$ cat config.mk
export PLATFORM = sky130hd
export DESIGN_NAME = http2_settings_frame_parser_top_flat
export DESIGN_NICKNAME = d
export VERILOG_FILES = /design/src/rtl/h2sfp_pkg.sv /design/src/rtl/h2sfp_if.sv /design/src/rtl/h2sfp_parse.sv /design/src/rtl/http2_settings_frame_parser_top.sv /design/src/flat_wrapper.sv
export SDC_FILE = /design/constraint.sdc
export NUM_CORES = 1
export LEC_CHECK = 0
export BUFFER_PORTS_ARGS = -buffer_cell sky130_fd_sc_hd__buf_2
export CAP_MARGIN = 10
export CORE_MARGIN = 10
export CORE_UTILIZATION = 64
export DETAILED_ROUTE_END_ITERATION = 6
export PLACE_DENSITY_LB_ADDON = 0.08
export SLEW_MARGIN = 20
export SYNTH_ARGS = -nofsm -noshare
export SYNTH_HDL_FRONTEND = slang
export SYNTH_SLANG_ARGS = --single-unit
$ cat constraint.sdc
create_clock -name clk_i -period 52.4 [get_ports clk_i]
set_input_delay 7.86 -clock clk_i [delete_from_list [all_inputs] [get_ports clk_i]]
set_output_delay 7.86 -clock clk_i [all_outputs]
set_load 0.05 [all_outputs]
$ cat src/rtl/h2sfp_pkg.sv
package h2sfp_pkg;

  localparam int unsigned HdrBytes    = 9;
  localparam int unsigned EntryBytes  = 6;
  localparam int unsigned NumSettings = 6;

  typedef enum logic [1:0] {
    StatusApplied   = 2'd0,
    StatusAckIgnored = 2'd1,
    StatusBadLength = 2'd2
  } status_e;

  typedef logic [NumSettings-1:0][31:0] setting_vec_t;

  // Protocol initial values, index 0 is identifier 1.
  localparam setting_vec_t InitSettings = {
    32'hFFFF_FFFF,  // max header list size
    32'd16384,      // max frame size
    32'd65535,      // initial window size
    32'hFFFF_FFFF,  // max concurrent streams
    32'd1,          // enable push
    32'd4096        // header table size
  };

  typedef struct packed {
    logic    emit;
    status_e status;
  } parse_res_t;

  // Remainder by six for values up to 275, using a reciprocal multiply.
  function automatic logic [2:0] mod6(input logic [8:0] x);
    logic [17:0] prod;
    logic [8:0]  q;
    logic [8:0]  r;
    prod = 18'(x) * 18'd171;
    q    = 9'(prod[17:10]);
    r    = x - (q << 2) - (q << 1);
    return r[2:0];
  endfunction

endpackage

$ cat src/rtl/h2sfp_if.sv
interface h2sfp_in_if;
  logic       valid;
  logic       ready;
  logic [7:0] frame_byte;
  logic       frame_start;

  modport source (output valid, output frame_byte, output frame_start, input ready);
  modport sink   (input valid, input frame_byte, input frame_start, output ready);
endinterface

interface h2sfp_out_if;
  logic        valid;
  logic        ready;
  logic [1:0]  frame_status;
  logic [31:0] table_size;
  logic [31:0] push_enable;
  logic [31:0] stream_limit;
  logic [31:0] window_size;
  logic [31:0] frame_limit;
  logic [31:0] hdr_list_limit;

  modport source (
    output valid, output frame_status, output table_size, output push_enable,
    output stream_limit, output window_size, output frame_limit,
    output hdr_list_limit, input ready
  );
  modport sink (
    input valid, input frame_status, input table_size, input push_enable,
    input stream_limit, input window_size, input frame_limit,
    input hdr_list_limit, output ready
  );
endinterface

$ cat src/rtl/h2sfp_parse.sv
module h2sfp_parse (
  input  logic                    clk_i,
  input  logic                    rst_ni,
  input  logic                    valid_i,
  input  logic                    step_i,
  input  logic [7:0]              byte_i,
  input  logic                    start_i,
  output h2sfp_pkg::parse_res_t   res_o,
  output h2sfp_pkg::setting_vec_t settings_o
);

  localparam int unsigned HdrLast = h2sfp_pkg::HdrBytes - 1;

  logic [24:0] pos_q, pos_d;
  logic [23:0] len_q, len_d;
  logic [2:0]  mod_q, mod_d;
  logic [47:0] shift_q, shift_d;
  logic [2:0]  idx_q, idx_d;
  logic        skip_q, skip_d;
  h2sfp_pkg::setting_vec_t settings_q, settings_d;

  logic [24:0] pos_e;
  logic [23:0] len_e;
  logic [2:0]  mod_e;
  logic [47:0] shift_e;
  logic [2:0]  idx_e;
  logic        skip_e;
  logic [47:0] shift_n;
  logic [15:0] entry_id;
  logic [24:0] end_pos;

  always_comb begin
    // A frame start clears the frame state before the byte is taken in.
    pos_e   = start_i ? '0 : pos_q;
    len_e   = start_i ? '0 : len_q;
    mod_e   = start_i ? '0 : mod_q;
    shift_e = start_i ? '0 : shift_q;
    idx_e   = start_i ? '0 : idx_q;
    skip_e  = start_i ? 1'b0 : skip_q;

    pos_d      = pos_e;
    len_d      = len_e;
    mod_d      = mod_e;
    shift_d    = shift_e;
    idx_d      = idx_e;
    skip_d     = skip_e;
    settings_d = settings_q;
    res_o      = '{emit: 1'b0, status: h2sfp_pkg::StatusApplied};

    shift_n  = {shift_e[39:0], byte_i};
    entry_id = shift_n[47:32];
    end_pos  = 25'(len_e) + 25'(HdrLast);

    if (valid_i && !skip_e) begin
      pos_d = pos_e + 25'd1;
      if (pos_e < 25'(h2sfp_pkg::HdrBytes)) begin
        if (pos_e < 25'd3) begin
          len_d = {len_e[15:0], byte_i};
          // 256 is 4 modulo 6, so the residue follows the length byte by byte.
          mod_d = h2sfp_pkg::mod6(9'({mod_e, 2'b00}) + 9'(byte_i));
        end
        if (pos_e == 25'd4) begin
          if (byte_i[0]) begin
            res_o = '{emit: 1'b1, status: h2sfp_pkg::StatusAckIgnored};
          end else if (mod_e != 3'd0) begin
            res_o = '{emit: 1'b1, status: h2sfp_pkg::StatusBadLength};
          end
        end
        if (!res_o.emit && pos_e == 25'(HdrLast) && len_e == 24'd0) begin
          res_o = '{emit: 1'b1, status: h2sfp_pkg::StatusApplied};
        end
      end else begin
        if (idx_e == 3'(h2sfp_pkg::EntryBytes - 1)) begin
          if (entry_id >= 16'd1 && entry_id <= 16'(h2sfp_pkg::NumSettings)) begin
            settings_d[3'(entry_id - 16'd1)] = shift_n[31:0];
          end
          idx_d   = '0;
          shift_d = '0;
        end else begin
          idx_d   = idx_e + 3'd1;
          shift_d = shift_n;
        end
        if (pos_e == end_pos) begin
          res_o = '{emit: 1'b1, status: h2sfp_pkg::StatusApplied};
        end
      end
      if (res_o.emit) begin
        skip_d = 1'b1;
      end
    end
  end

  assign settings_o = settings_d;

  always_ff @(posedge clk_i or negedge rst_ni) begin
    if (!rst_ni) begin
      pos_q      <= '0;
      len_q      <= '0;
      mod_q      <= '0;
      shift_q    <= '0;
      idx_q      <= '0;
      skip_q     <= 1'b1;
      settings_q <= h2sfp_pkg::InitSettings;
    end else if (step_i) begin
      pos_q      <= pos_d;
      len_q      <= len_d;
      mod_q      <= mod_d;
      shift_q    <= shift_d;
      idx_q      <= idx_d;
      skip_q     <= skip_d;
      settings_q <= settings_d;
    end
  end

endmodule

$ cat src/rtl/http2_settings_frame_parser_top.sv
// A result is registered: the byte that completes it is held in the input register
// and parsed before the output register captures the result.
// Throughput: one frame byte per cycle; the input stalls only while a finished
// result waits in the output register and the next byte would produce another.
// Reset (asynchronous, active low) restores the protocol initial settings and
// leaves the parser idle until a byte marked as a frame start arrives.
module http2_settings_frame_parser_top (
  input  logic               clk_i,
  input  logic               rst_ni,
  h2sfp_in_if.sink           req_i,
  h2sfp_out_if.source        rsp_o
);

  logic       s1_valid_q;
  logic [7:0] s1_byte_q;
  logic       s1_start_q;
  logic       s1_adv;
  logic       step;

  logic                    out_valid_q;
  h2sfp_pkg::status_e      out_status_q;
  h2sfp_pkg::setting_vec_t out_settings_q;

  h2sfp_pkg::parse_res_t   res;
  h2sfp_pkg::setting_vec_t settings_next;

  h2sfp_parse u_parse (
    .clk_i      (clk_i),
    .rst_ni     (rst_ni),
    .valid_i    (s1_valid_q),
    .step_i     (step),
    .byte_i     (s1_byte_q),
    .start_i    (s1_start_q),
    .res_o      (res),
    .settings_o (settings_next)
  );

  // A byte moves on unless it completes a frame while the last result is still held.
  assign s1_adv      = !res.emit || !out_valid_q || rsp_o.ready;
  assign step        = s1_valid_q && s1_adv;
  assign req_i.ready = !s1_valid_q || s1_adv;

  always_ff @(posedge clk_i or negedge rst_ni) begin
    if (!rst_ni) begin
      s1_valid_q  <= 1'b0;
      out_valid_q <= 1'b0;
    end else begin
      if (req_i.valid && req_i.ready) begin
        s1_valid_q <= 1'b1;
      end else if (step) begin
        s1_valid_q <= 1'b0;
      end
      if (step && res.emit) begin
        out_valid_q <= 1'b1;
      end else if (rsp_o.ready) begin
        out_valid_q <= 1'b0;
      end
    end
  end

  always_ff @(posedge clk_i) begin
    if (req_i.valid && req_i.ready) begin
      s1_byte_q  <= req_i.frame_byte;
      s1_start_q <= req_i.frame_start;
    end
    if (step && res.emit) begin
      out_status_q   <= res.status;
      out_settings_q <= settings_next;
    end
  end

  assign rsp_o.valid          = out_valid_q;
  assign rsp_o.frame_status   = out_status_q;
  assign rsp_o.table_size     = out_settings_q[0];
  assign rsp_o.push_enable    = out_settings_q[1];
  assign rsp_o.stream_limit   = out_settings_q[2];
  assign rsp_o.window_size    = out_settings_q[3];
  assign rsp_o.frame_limit    = out_settings_q[4];
  assign rsp_o.hdr_list_limit = out_settings_q[5];

endmodule

$ cat src/flat_wrapper.sv
// flat-port wrapper written by rule: the top's interface ports become plain ports
module http2_settings_frame_parser_top_flat 
  (clk_i, rst_ni, req_i_valid, req_i_frame_byte, req_i_frame_start, req_i_ready, rsp_o_valid, rsp_o_frame_status, rsp_o_table_size, rsp_o_push_enable, rsp_o_stream_limit, rsp_o_window_size, rsp_o_frame_limit, rsp_o_hdr_list_limit, rsp_o_ready);
  h2sfp_in_if req_i_i ();
  h2sfp_out_if rsp_o_i ();
  input  logic clk_i;
  input  logic rst_ni;
  input wire logic [$bits(req_i_i.valid)-1:0] req_i_valid;
  input wire logic [$bits(req_i_i.frame_byte)-1:0] req_i_frame_byte;
  input wire logic [$bits(req_i_i.frame_start)-1:0] req_i_frame_start;
  output wire logic [$bits(req_i_i.ready)-1:0] req_i_ready;
  output wire logic [$bits(rsp_o_i.valid)-1:0] rsp_o_valid;
  output wire logic [$bits(rsp_o_i.frame_status)-1:0] rsp_o_frame_status;
  output wire logic [$bits(rsp_o_i.table_size)-1:0] rsp_o_table_size;
  output wire logic [$bits(rsp_o_i.push_enable)-1:0] rsp_o_push_enable;
  output wire logic [$bits(rsp_o_i.stream_limit)-1:0] rsp_o_stream_limit;
  output wire logic [$bits(rsp_o_i.window_size)-1:0] rsp_o_window_size;
  output wire logic [$bits(rsp_o_i.frame_limit)-1:0] rsp_o_frame_limit;
  output wire logic [$bits(rsp_o_i.hdr_list_limit)-1:0] rsp_o_hdr_list_limit;
  input wire logic [$bits(rsp_o_i.ready)-1:0] rsp_o_ready;
  assign req_i_i.valid = req_i_valid;
  assign req_i_i.frame_byte = req_i_frame_byte;
  assign req_i_i.frame_start = req_i_frame_start;
  assign req_i_ready = req_i_i.ready;
  assign rsp_o_valid = rsp_o_i.valid;
  assign rsp_o_frame_status = rsp_o_i.frame_status;
  assign rsp_o_table_size = rsp_o_i.table_size;
  assign rsp_o_push_enable = rsp_o_i.push_enable;
  assign rsp_o_stream_limit = rsp_o_i.stream_limit;
  assign rsp_o_window_size = rsp_o_i.window_size;
  assign rsp_o_frame_limit = rsp_o_i.frame_limit;
  assign rsp_o_hdr_list_limit = rsp_o_i.hdr_list_limit;
  assign rsp_o_i.ready = rsp_o_ready;
  http2_settings_frame_parser_top u_core (.clk_i(clk_i), .rst_ni(rst_ni), .req_i(req_i_i), .rsp_o(rsp_o_i));
endmodule
# After elaboration in Yosys (flattened, before gate mapping)
# Index checks and enable logic that the tools add are counted.
[totals]
ff_bits = 501
input_bits = 13
[classes]
n_addsub = 7
reduce_logical = 20
mul = 1
n_eq_ne = 4
mux = 42
n_lt_le_gt_ge = 6
[op_table]
columns = ["operator", "n"]
rows = [
  ["$mux W192", 4],
  ["$bwmux W192", 1],
  ["$mux W48", 4],
  ["$demux W32 S3", 1],
  ["$mux W24", 4],
  ["$mux W3", 18],
  ["$mux W25", 2],
  ["$mux W32", 1],
  ["$add A24 B4 Y25 const B", 1],
  ["$add A25 B1 Y25 const B", 1],
  ["$eq A25 B25 Y1", 1],
  ["$eq A25 B3 Y1 const B", 1],
  ["$eq A25 B4 Y1 const B", 1],
  ["$lt A25 B2 Y1 const B", 1],
  ["$lt A25 B4 Y1 const B", 1],
  ["$logic_not A24 Y1", 1],
  ["$ge A16 B1 Y1 const B", 1],
  ["$le A16 B3 Y1 const B", 1],
  ["$mul A9 B8 Y12 const B", 1],
  ["$add A5 B8 Y9", 1],
  ["$logic_and A1 B1 Y1", 8],
  ["$mux W1", 7],
  ["$sub A3 B3 Y3", 2],
  ["$logic_not A1 Y1", 5],
  ["8 further kinds", 11],
]

# Logic depth before layout (Yosys ltp)
# Gate-level depths: netlist (run 1).
[logic_depth]
ltp_word = 20
mapped_depth = 29
ltp_nobuf = 23

# Cells and area by module
# From an unflattened synthesis (run 1), not the netlist that was laid out.
[hier_totals]
hier_cells = 1813
area_unflattened_um2 = 22102.4
[by_module_without_submodules]
columns = ["mod", "area_per_inst_um2", "n_inst", "seq_area_each_um2", "cells_per_inst"]
rows = [
  ["h2sfp_parse", 15899.0, 1, 7312.0, 1600],
  ["http2_settings_frame_parser_top", 6203.4, 1, 6145.9, 213],
]

# Worst setup path after synthesis (run 1)
# Ideal clock, no wire load.
[synth_path]
path_kind = "input port to flip-flop"
from = "input port rsp_o_ready"
to = "register u_core.out_valid_q (netlist: u_core.rsp_o.valid)"
t_arrival_ns = 27.772
n_path_buf = 0
setup_time_ns = 0.176
path_slack_ns = 24.452
path_stages = 3
required_ns = 52.224
path_cell_list = "nor2b_1 > nor4_1 > or2_2"
[synth_via]
elab_chain_len = 4
elab_cells_between_ends = 5
cone_classes = "mux (1); reduce/logical (4)"
[synth_lines]
columns = ["element", "line_no", "source"]
rows = [
  ["start, declared", "flat_wrapper.sv:20", "input wire logic [$bits(rsp_o_i.ready)-1:0] rsp_o_ready;"],
  ["$logic_or A1 B1 Y1", "http2_settings_frame_parser_top.sv:39", "assign s1_adv = !res.emit || !out_valid_q || rsp_o.ready;"],
  ["$logic_and A1 B1 Y1", "http2_settings_frame_parser_top.sv:40", "assign step = s1_valid_q && s1_adv;"],
  ["$logic_and A1 B1 Y1", "http2_settings_frame_parser_top.sv:53", "if (step && res.emit) begin"],
  ["$mux W1 / $reduce_bool A2 Y1 (equally long branches)", "n/a", ""],
  ["end signal, assigned", "http2_settings_frame_parser_top.sv:46", "out_valid_q <= 1'b0;"],
  ["end signal, assigned", "http2_settings_frame_parser_top.sv:54", "out_valid_q <= 1'b1;"],
  ["end signal, assigned", "http2_settings_frame_parser_top.sv:56", "out_valid_q <= 1'b0;"],
  ["end, declared", "http2_settings_frame_parser_top.sv:20", "logic out_valid_q;"],
]
# Several ways; a longest one is shown, not always the timed one.
# A chain may end at the register's enable or synchronous reset.

# Worst setup path in the final report (run 1)
[layout_path]
from = "input port rsp_o_ready"
to = "output port req_i_ready"
[layout_via]
elab_chain_len = 2
[layout_lines]
columns = ["element", "line_no", "source"]
rows = [
  ["$logic_or A1 B1 Y1", "http2_settings_frame_parser_top.sv:39", ""],
  ["$logic_or A1 B1 Y1", "http2_settings_frame_parser_top.sv:41", "assign req_i.ready = !s1_valid_q || s1_adv;"],
  ["end, declared", "flat_wrapper.sv:11", "output wire logic [$bits(req_i_i.ready)-1:0] req_i_ready;"],
]
# No other way between the ends.

==> results.md, run 1 <==
- Routability-driven placement congestion ratio: around 0.9
- Die Y: 210 um
- Tightest Pin Transition: roughly 1.0 ns
- F_max: approximately 57 MHz
- Crit Path Category: input pin to primary output
- Hold crit path type: flop to flop
- Final WS setup: around 35 ns
- Max Root-Sink Buffers: 3
- Endpoints failing hold: 0
- Via count: approximately 16,000
- Layout cells sized above 1: slightly below 30%
- PwrDens: about 41 mW/mm2
- Synth top area cells: edfxtp_1 (26%), dfrtp_1 (22%), dfstp_2 (9.5%)
- Final period util: 33.2%
- Worst-path maximum fanout: 6
- Mapped Cells: between 1,500 and 2,000
- Syn Area/Cell: roughly 12 um2
- Final Net Count: between 2,000 and 2,500
- Die area: roughly 0.044 mm2
- Number of max-slew violations in the final report: 0
- Seq pwr share: 43.5%
- Post-Syn Area: between 0.02 and 0.025 mm2
- Vias per cell: approximately 6.2
- FF+latch count, synth: between 400 and 500
- CP Cell Sequence: buf_2, nor2b_1, nand3_1, nor3_1, nand3_1, o31a_1, buf_2
- TritonRoute pass-1 iters: 6
- Post-synth ARST share: between 50 and 60%
- Total CTS buffers: 49
- Most used DFF post-synth: dfrtp_1
- Core area: approximately 0.036 mm2
- CP max-delay cell: o31a_1
- Max-slew headroom: about 29%
- Vias in the first global route: 15,872
- Setup violators final: 0
- Die X: around 210 um
- Post-Route Setup TNS: 0 ns
- Logic pwr share: about a quarter
- # H-tree levels: 2
- Pint: between 700 and 800 uW
- YS warnings: 0
- Top-area cell type share of the netlist area: roughly a quarter
- Pin count of the biggest net entering global routing: 181
- Clk pwr share: between 30% and 40%
- GR Overflow Total: 0
- Sequential element share of the synthesized area: 58.2%
- Sink Count: between 400 and 500
- Post-synthesis net count: slightly below 2,000
- Crit path launch type: input pin
- Post-CTS setup buffer count: 0
- Buffers and inverters on the worst path: 2
- Lkg Pwr: between 10 and 15 nW
- Reg clk slew, reported paths: around 0.06 ns
- Hpwl dp: 37.7 mm
- Placed Area: around 0.024 mm2
- Leading area contributor after synthesis: edfxtp_1
- Cts-stage hold buffer count: 0
- Max-Cap Viols: 0
- Initial DRC Count: about 1,600
- Worst EP arrival: between 9 and 10 ns
- Worst setup EP type: primary output
- Period minus WS final: approximately 17 ns
- Clock Skew: roughly 0.013 ns
- # rows: between 60 and 70
- Final instance area: about 0.026 mm2
- DRT antenna net count: 0
- Synth unique cells: just under 80
- Post-synth EDFFs: about 200
- Top-count cell post-synth: o21ai_0
- IO Port Bufs: about 210
- Post-CTS sizing: 0
- DRC Markers: 0
- RSZ-0062 raised after global routing: false
- First-pass GRT wire length: 92.2 mm
- Total Wirelength: between 50 and 60 mm
- Clk Latency, worst-skew pair: about 0.59 ns
- Initial antenna violation count: 0
- Place WS: approximately 35 ns
- Sw Share: between 30% and 40%
- Synth-to-layout area growth: 11.7%
- Fillers: between 2,000 and 2,500
- # IOs: around 210
- Starting density of the core: 65.0%
- Max incr delay on CP: approximately 0.40 ns
- CTS tree: built
- Max VDD drop: roughly 0.046 mV
- Worst EP required: around 45 ns
- Total global-route track usage: roughly a quarter
- Root buffer cell: clkbuf_16
- Wire length per cell: around 23 um
- Cell family with most CP delay: simple AND/OR/NAND/NOR gates
- Post-synth top cells: o21ai_0 (317), nand2_1 (211), dfrtp_1 (206), edfxtp_1 (203), mux2_2 (127)
- Switch Pwr: between 300 and 400 uW
- ANT cells: 0
- Run status: finished, final reports clean
## logic make-up after synthesis
logic type	Yosys count	synth area share, %
compound gates	445	11.2
xor+xnor	53	2.04
fa+ha+maj	51	3.21
buf+inv	206	4.02
flops	493	58.2
mux	212	11.2
simple gates	459	10.2
## cells in the final DEF, fill, tap and decap left out, drive strengths merged, types with 37 or more instances in the layout
cell type | synthesis | layout
inv | 59 | 59
dfrtp | 206 | 206
clkbuf | 63 | 87
xnor2 | 41 | 41
o21ai | 339 | 339
nor2 | 38 | 38
dfstp | 84 | 84
edfxtp | 203 | 203
nor2b | 39 | 39
mux2 | 193 | 193
nand2 | 211 | 211
ha | 37 | 37
buf | 84 | 237
## stage by stage
| stage | hold WS, ns | std cells | power [mW] | utilization, % |
|---|---|---|---|---|
| 6_report | 0.474 | 2561 | 1.07 | 72.6 |
| 5_1_grt | 0.510 | 2561 | 1.13 | 72.6 |
| 4_1_cts | 0.477 | 2561 | 1.08 | 72.6 |
| 3_5_place_dp | 0.463 | 2470 | 0.741 | 68.3 |
| 3_3_place_gp | 0.455 | 2470 | 0.731 | 68.3 |
| 2_1_floorplan | 0.442 | 1919 | 0.685 | - |
## sequential cells by signal (all words and copies together), names as in the netlist
register / count
u_core.u_parse.len_q: 24
u_core.u_parse.shift_q: 40
u_core.rsp_o.push_enable: 32
u_core.s1_valid_q: 1
u_core.rsp_o.table_size: 32
u_core.u_parse.idx_q: 3
u_core.u_parse.pos_q: 25
u_core.rsp_o.hdr_list_limit: 32
u_core.rsp_o.stream_limit: 32
u_core.u_parse.mod_q: 3
u_core.rsp_o.valid: 1
u_core.u_parse.settings_q: 192
u_core.s1_byte_q: 8
u_core.u_parse.skip_q: 1
u_core.rsp_o.frame_status: 2
u_core.rsp_o.window_size: 32
u_core.s1_start_q: 1
u_core.rsp_o.frame_limit: 32
## layer usage
layer / vias up / GRT usage (%) / share of wire [%]
li1: 7162 / - / -
met1: 7914 / 35.6 / 42
met2: 641 / 41.5 / 47
met3: 102 / 5.97 / 7.9
met4: 0 / 8.11 / 2.7
met5: - / 0 / 0
## area by class of cell
cell class                      count  area, um2  share of cell area (%)
Clock buffer                       87       1490                    5.78
Clock inverter                      4       33.8                   0.131
Tap cell                          461        577                    2.23
Timing Repair Buffer              237       1280                    4.96
Multi-Input combinational cell   1220       8760                    33.9
Sequential cell                   493      13500                    52.1
Inverter                           59        221                   0.858
## power by group through the flow
stage | Sequential [mW] | Combinational, mW | Clock [mW]
2_1_floorplan | 0.476 | 0.208 | 0
6_report | 0.465 | 0.267 | 0.337
4_1_cts | 0.465 | 0.271 | 0.340
3_3_place_gp | 0.471 | 0.260 | 0
5_1_grt | 0.469 | 0.304 | 0.357
3_5_place_dp | 0.471 | 0.270 | 0
## worst paths after layout
check	startpoint	endpoint	slack, ns	depth (start not counted)
min	u_core.u_parse.mod_q[0]$_DFFE_PN0P_	u_core.u_parse.mod_q[0]$_DFFE_PN0P_	0.47	2
max in group asynchronous	rst_ni	u_core.u_parse.settings_q[119]$_DFFE_PN0P_	43.63	2
max reg2reg	u_core.s1_start_q$_DFFE_PP_	u_core.u_parse.mod_q[2]$_DFFE_PN0P_	45.81	23
min reg2reg	u_core.u_parse.mod_q[0]$_DFFE_PN0P_	u_core.u_parse.mod_q[0]$_DFFE_PN0P_	0.47	2
min in group asynchronous	rst_ni	u_core.u_parse.len_q[21]$_DFFE_PN0P_	7.32	1
max	rsp_o_ready	req_i_ready	35.00	7
## tightest hold or removal path, cell delays in order, from the launching register on
cell	delay, ns
dfrtp_1	0.33
nand2_1	0.04
o21ai_0	0.06
Power figures use the tool's default switching activity.
==> inputs of run 2 (changes only) <==
--- a/config.mk
+++ b/config.mk
@@ -5,10 +5,11 @@
 export SDC_FILE = /design/constraint.sdc
 export NUM_CORES = 1
 export LEC_CHECK = 0
+export ABC_AREA = 1
 export BUFFER_PORTS_ARGS = -buffer_cell sky130_fd_sc_hd__buf_2
 export CAP_MARGIN = 10
 export CORE_MARGIN = 10
-export CORE_UTILIZATION = 64
+export CORE_UTILIZATION = 60
 export DETAILED_ROUTE_END_ITERATION = 6
 export PLACE_DENSITY_LB_ADDON = 0.08
 export SLEW_MARGIN = 20
==> constraint.sdc (replaced) <==
create_clock -name clk_i -period 17.85 [get_ports clk_i]
set_input_delay 2.6775 -clock clk_i [delete_from_list [all_inputs] [get_ports clk_i]]
set_output_delay 2.6775 -clock clk_i [all_outputs]
set_load 0.05 [all_outputs]
==> results.md, run 2 <==
- Max-Cap Viols: 0
- Post-synth EDFFs: 203
- Pint: around 2 mW
- Logic pwr share: approximately 16%
- CP Cell Sequence: buf_4, inv_2, buf_4, nand2_1, inv_1, nor2_1, nor2_1, nand2_1, nor2_1, nand2_1, nor2_1, nand3_1, nor2_1, nand4_1, nand2_1, nand3_4, buf_2
- Critical path's most frequent cell: nor2_1
- RSZ-0062 raised after global routing: false
- Clk pwr share: between 30% and 40%
- Die X: ~220 um
- Setup violators final: 0
- Max VDD drop: approximately 0.077 mV
- Initial antenna violation count: 0
- Synth unique cells: 39
- Worst r2r dst: u_core.u_parse.mod_q[2]$_DFFE_PN0P_
- Root buffer cell: clkbuf_16
- Top-area cell type share of the netlist area: 24.9%
- First-pass GRT wire length: roughly 110 mm
- Mapped Cells: ~2,800
- Synth-to-layout area growth: 12.2%
- Syn Area/Cell: between 8 and 9 um2
- Most frequent cells in the layout: nand2_1 (857), nand3_1 (328), inv_1 (230)
- Lkg Pwr: ~12 nW
- CTS tree: built
- Run status: finished, final reports clean
- Max FFs per register: 192
- TritonRoute pass-1 iters: 5
- # H-tree levels: 2
- Crit path launch type: flop
- CP max-delay cell: buf_4
- Initial DRC Count: around 2,800
- Hold Crit Start: u_core.u_parse.settings_q[108]$_DFFE_PN1P_
- Period minus WS final: about 7.3 ns
- Max Root-Sink Buffers: 3
- Synth top area cells: edfxtp_1 (25%), dfrtp_1 (21%), nand2_1 (13%)
- Sw Share: 28.0%
- Worst-path maximum fanout: 63
- Seq pwr share: between 40 and 50%
- Post-CTS sizing: 0
- Post-CTS setup buffer count: 0
- Post-synthesis net count: roughly 2,900
- Hold EP: u_core.u_parse.settings_q[108]$_DFFE_PN1P_
- Setup slack, reg-to-reg: 11.98 ns
- ANT cells: 0
- DRT antenna net count: 0
- Post-Syn Area: ~0.025 mm2
- Fillers: 3,222
- Largest reg by FF count: u_core.u_parse.settings_q
- F_max: 136 MHz
- Final period util: 41.1%
- GR Overflow Total: 0
- Clk Latency, worst-skew pair: 0.62 ns
- Pin count of the biggest net entering global routing: approximately 140
- Vias per cell: 5.91
- Top-count cell post-synth: nand2_1
- Multi-input gate area: 0.00948 mm2
- YS warnings: 0
- Clock Skew: 0.0244 ns
- Crit Path Category: flop to primary output
- # rows: 74
- Worst R2R Start: u_core.s1_start_q$_DFFE_PP_
- DRC Markers: 0
- Hpwl dp: around 48 mm
- Post-synth top cells: nand2_1 (858), nand3_1 (329), inv_1 (231), dfrtp_1 (206), edfxtp_1 (203)
- Total global-route track usage: ~29%
- Hold crit path type: flop to flop
- FF-to-FF path depth: 27
- # IOs: around 210
- Layout cells sized above 1: between 10% and 20%
- Post-synth ARST share: about three fifths
- Commonest non-fill, non-tap cell in the layout: nand2_1
- Max incr delay on CP: between 0.6 and 0.7 ns
- Tightest Pin Transition: ~1 ns
- Core area: slightly above 0.04 mm2
- Hold depth: 2
- FF+latch count, synth: roughly 490
- Total CTS buffers: approximately 50
- Worst setup EP type: primary output
- Routability-driven placement congestion ratio: between 0.9 and 1
- Layout Utilization: about two thirds
- Reg clk slew, reported paths: ~0.060 ns
- Number of max-slew violations in the final report: 0
- Sequential element share of the synthesized area: 54.9%
- Sink Count: slightly below 500
- Total Wirelength: roughly 74 mm
- Worst EP arrival: 4.67 ns
- Worst EP required: around 15 ns
- FF/Latch Area: roughly 0.013 mm2
- Switch Pwr: approximately 770 uW
- Via count: roughly 21,000
- Wire length per cell: between 20 and 25 um
- Leading area contributor after synthesis: edfxtp_1
- Max-slew headroom: about 34%
- IO Port Bufs: 208
- Largest regs: u_core.u_parse.settings_q (192), u_core.u_parse.shift_q (40)
- Most used DFF post-synth: dfrtp_1
- Die area: a little under 0.05 mm2
- Launch point of the worst path: u_core.s1_start_q$_DFFE_PP_
- Vias in the first global route: roughly 20,000
- PwrDens: 99.9 mW/mm2
- Cts-stage hold buffer count: 0
- Endpoints failing hold: 0
- Starting density of the core: between 60% and 70%
- Final Net Count: about 3,000
- Die Y: 222 um
- Post-Route Setup TNS: 0 ns
[run 2: changes by cell type after synthesis, sizes merged, moves of 12 or more]
cell	before	now
inv	59	232
nor2	38	200
xnor2	41	7
mux2	193	53
nor4	30	18
mux2i	19	0
o21ai	339	218
o2bb2ai	31	0
nand4	14	35
nor2b	39	0
a21oi	11	80
nand2	211	861
nand3	33	329
xor2	12	27
[run 2: cells by family (layout without fill, tap and decap cells)]
group	after synthesis	in the layout	synth area share (%)
adder cells (fa/ha/maj)	51	51	3.03
flip-flops	493	493	54.9
AO/OA/AOI/OAI	306	306	6.33
multiplexers	53	53	2.43
buffers and inverters	392	566	6.73
AND/OR/NAND/NOR	1480	1480	25.4
XOR/XNOR	34	34	1.21
[run 2: final cells by class]
class | instances | share of cell area [%]
Sequential cell | 493 | 48.9
Inverter | 236 | 3.25
Clock buffer | 71 | 5.51
Multi-Input combinational cell | 1924 | 34.4
Tap cell | 532 | 2.42
Timing Repair Buffer | 234 | 4.69
Clock inverter | 25 | 0.809
[run 2: through the flow]
stage	hold WS [ns]	instances	power (mW)	cell area [um2]	setup WS, ns
final	0.460	3515	2.75	27500	10.51
after CTS	0.462	3514	2.76	27500	10.56
after global routing	0.477	3515	2.88	27500	10.09
after detailed placement	0.452	3418	1.67	25800	11.15
after floorplan	0.438	2809	1.56	24500	10.64
after global placement	0.449	3417	1.65	25700	11.13
[run 2: metal layers]
metal / global-route usage (%) / up-vias / part of all wire [%]
li1: - / 9486 / -
met1: 41.4 / 10089 / 43
met3: 5.67 / 128 / 9.4
met2: 43.8 / 1077 / 45
met4: 9.26 / 0 / 2.7
met5: 0 / - / 0
[run 2: worst max path at each step]
stage                                                  to  slack (ns)  depth (start not counted)
floorplan           u_core.rsp_o.frame_limit[0]$_DFFE_PP_       10.64                          4
global placement                              req_i_ready       11.13                          4
detailed placement                            req_i_ready       11.15                          4
CTS                                           req_i_ready       10.56                         17
global route                                  req_i_ready       10.09                         17
finish                                        req_i_ready       10.51                         17
[run 2: worst max-delay path, delay by kind of cell, from the launching register on]
family        cells  cell delay (ns)
flops             1             0.35
buf+inv           5             1.96
simple gates     12             1.72
[run 2: power by group through the flow]
stage          Clock (mW)  Combinational, mW  Sequential (mW)
2_1_floorplan           0              0.330             1.23
3_3_place_gp            0              0.424             1.23
3_5_place_dp            0              0.447             1.23
4_1_cts              1.11              0.450             1.21
5_1_grt              1.15              0.521             1.21
6_report             1.09              0.449             1.21
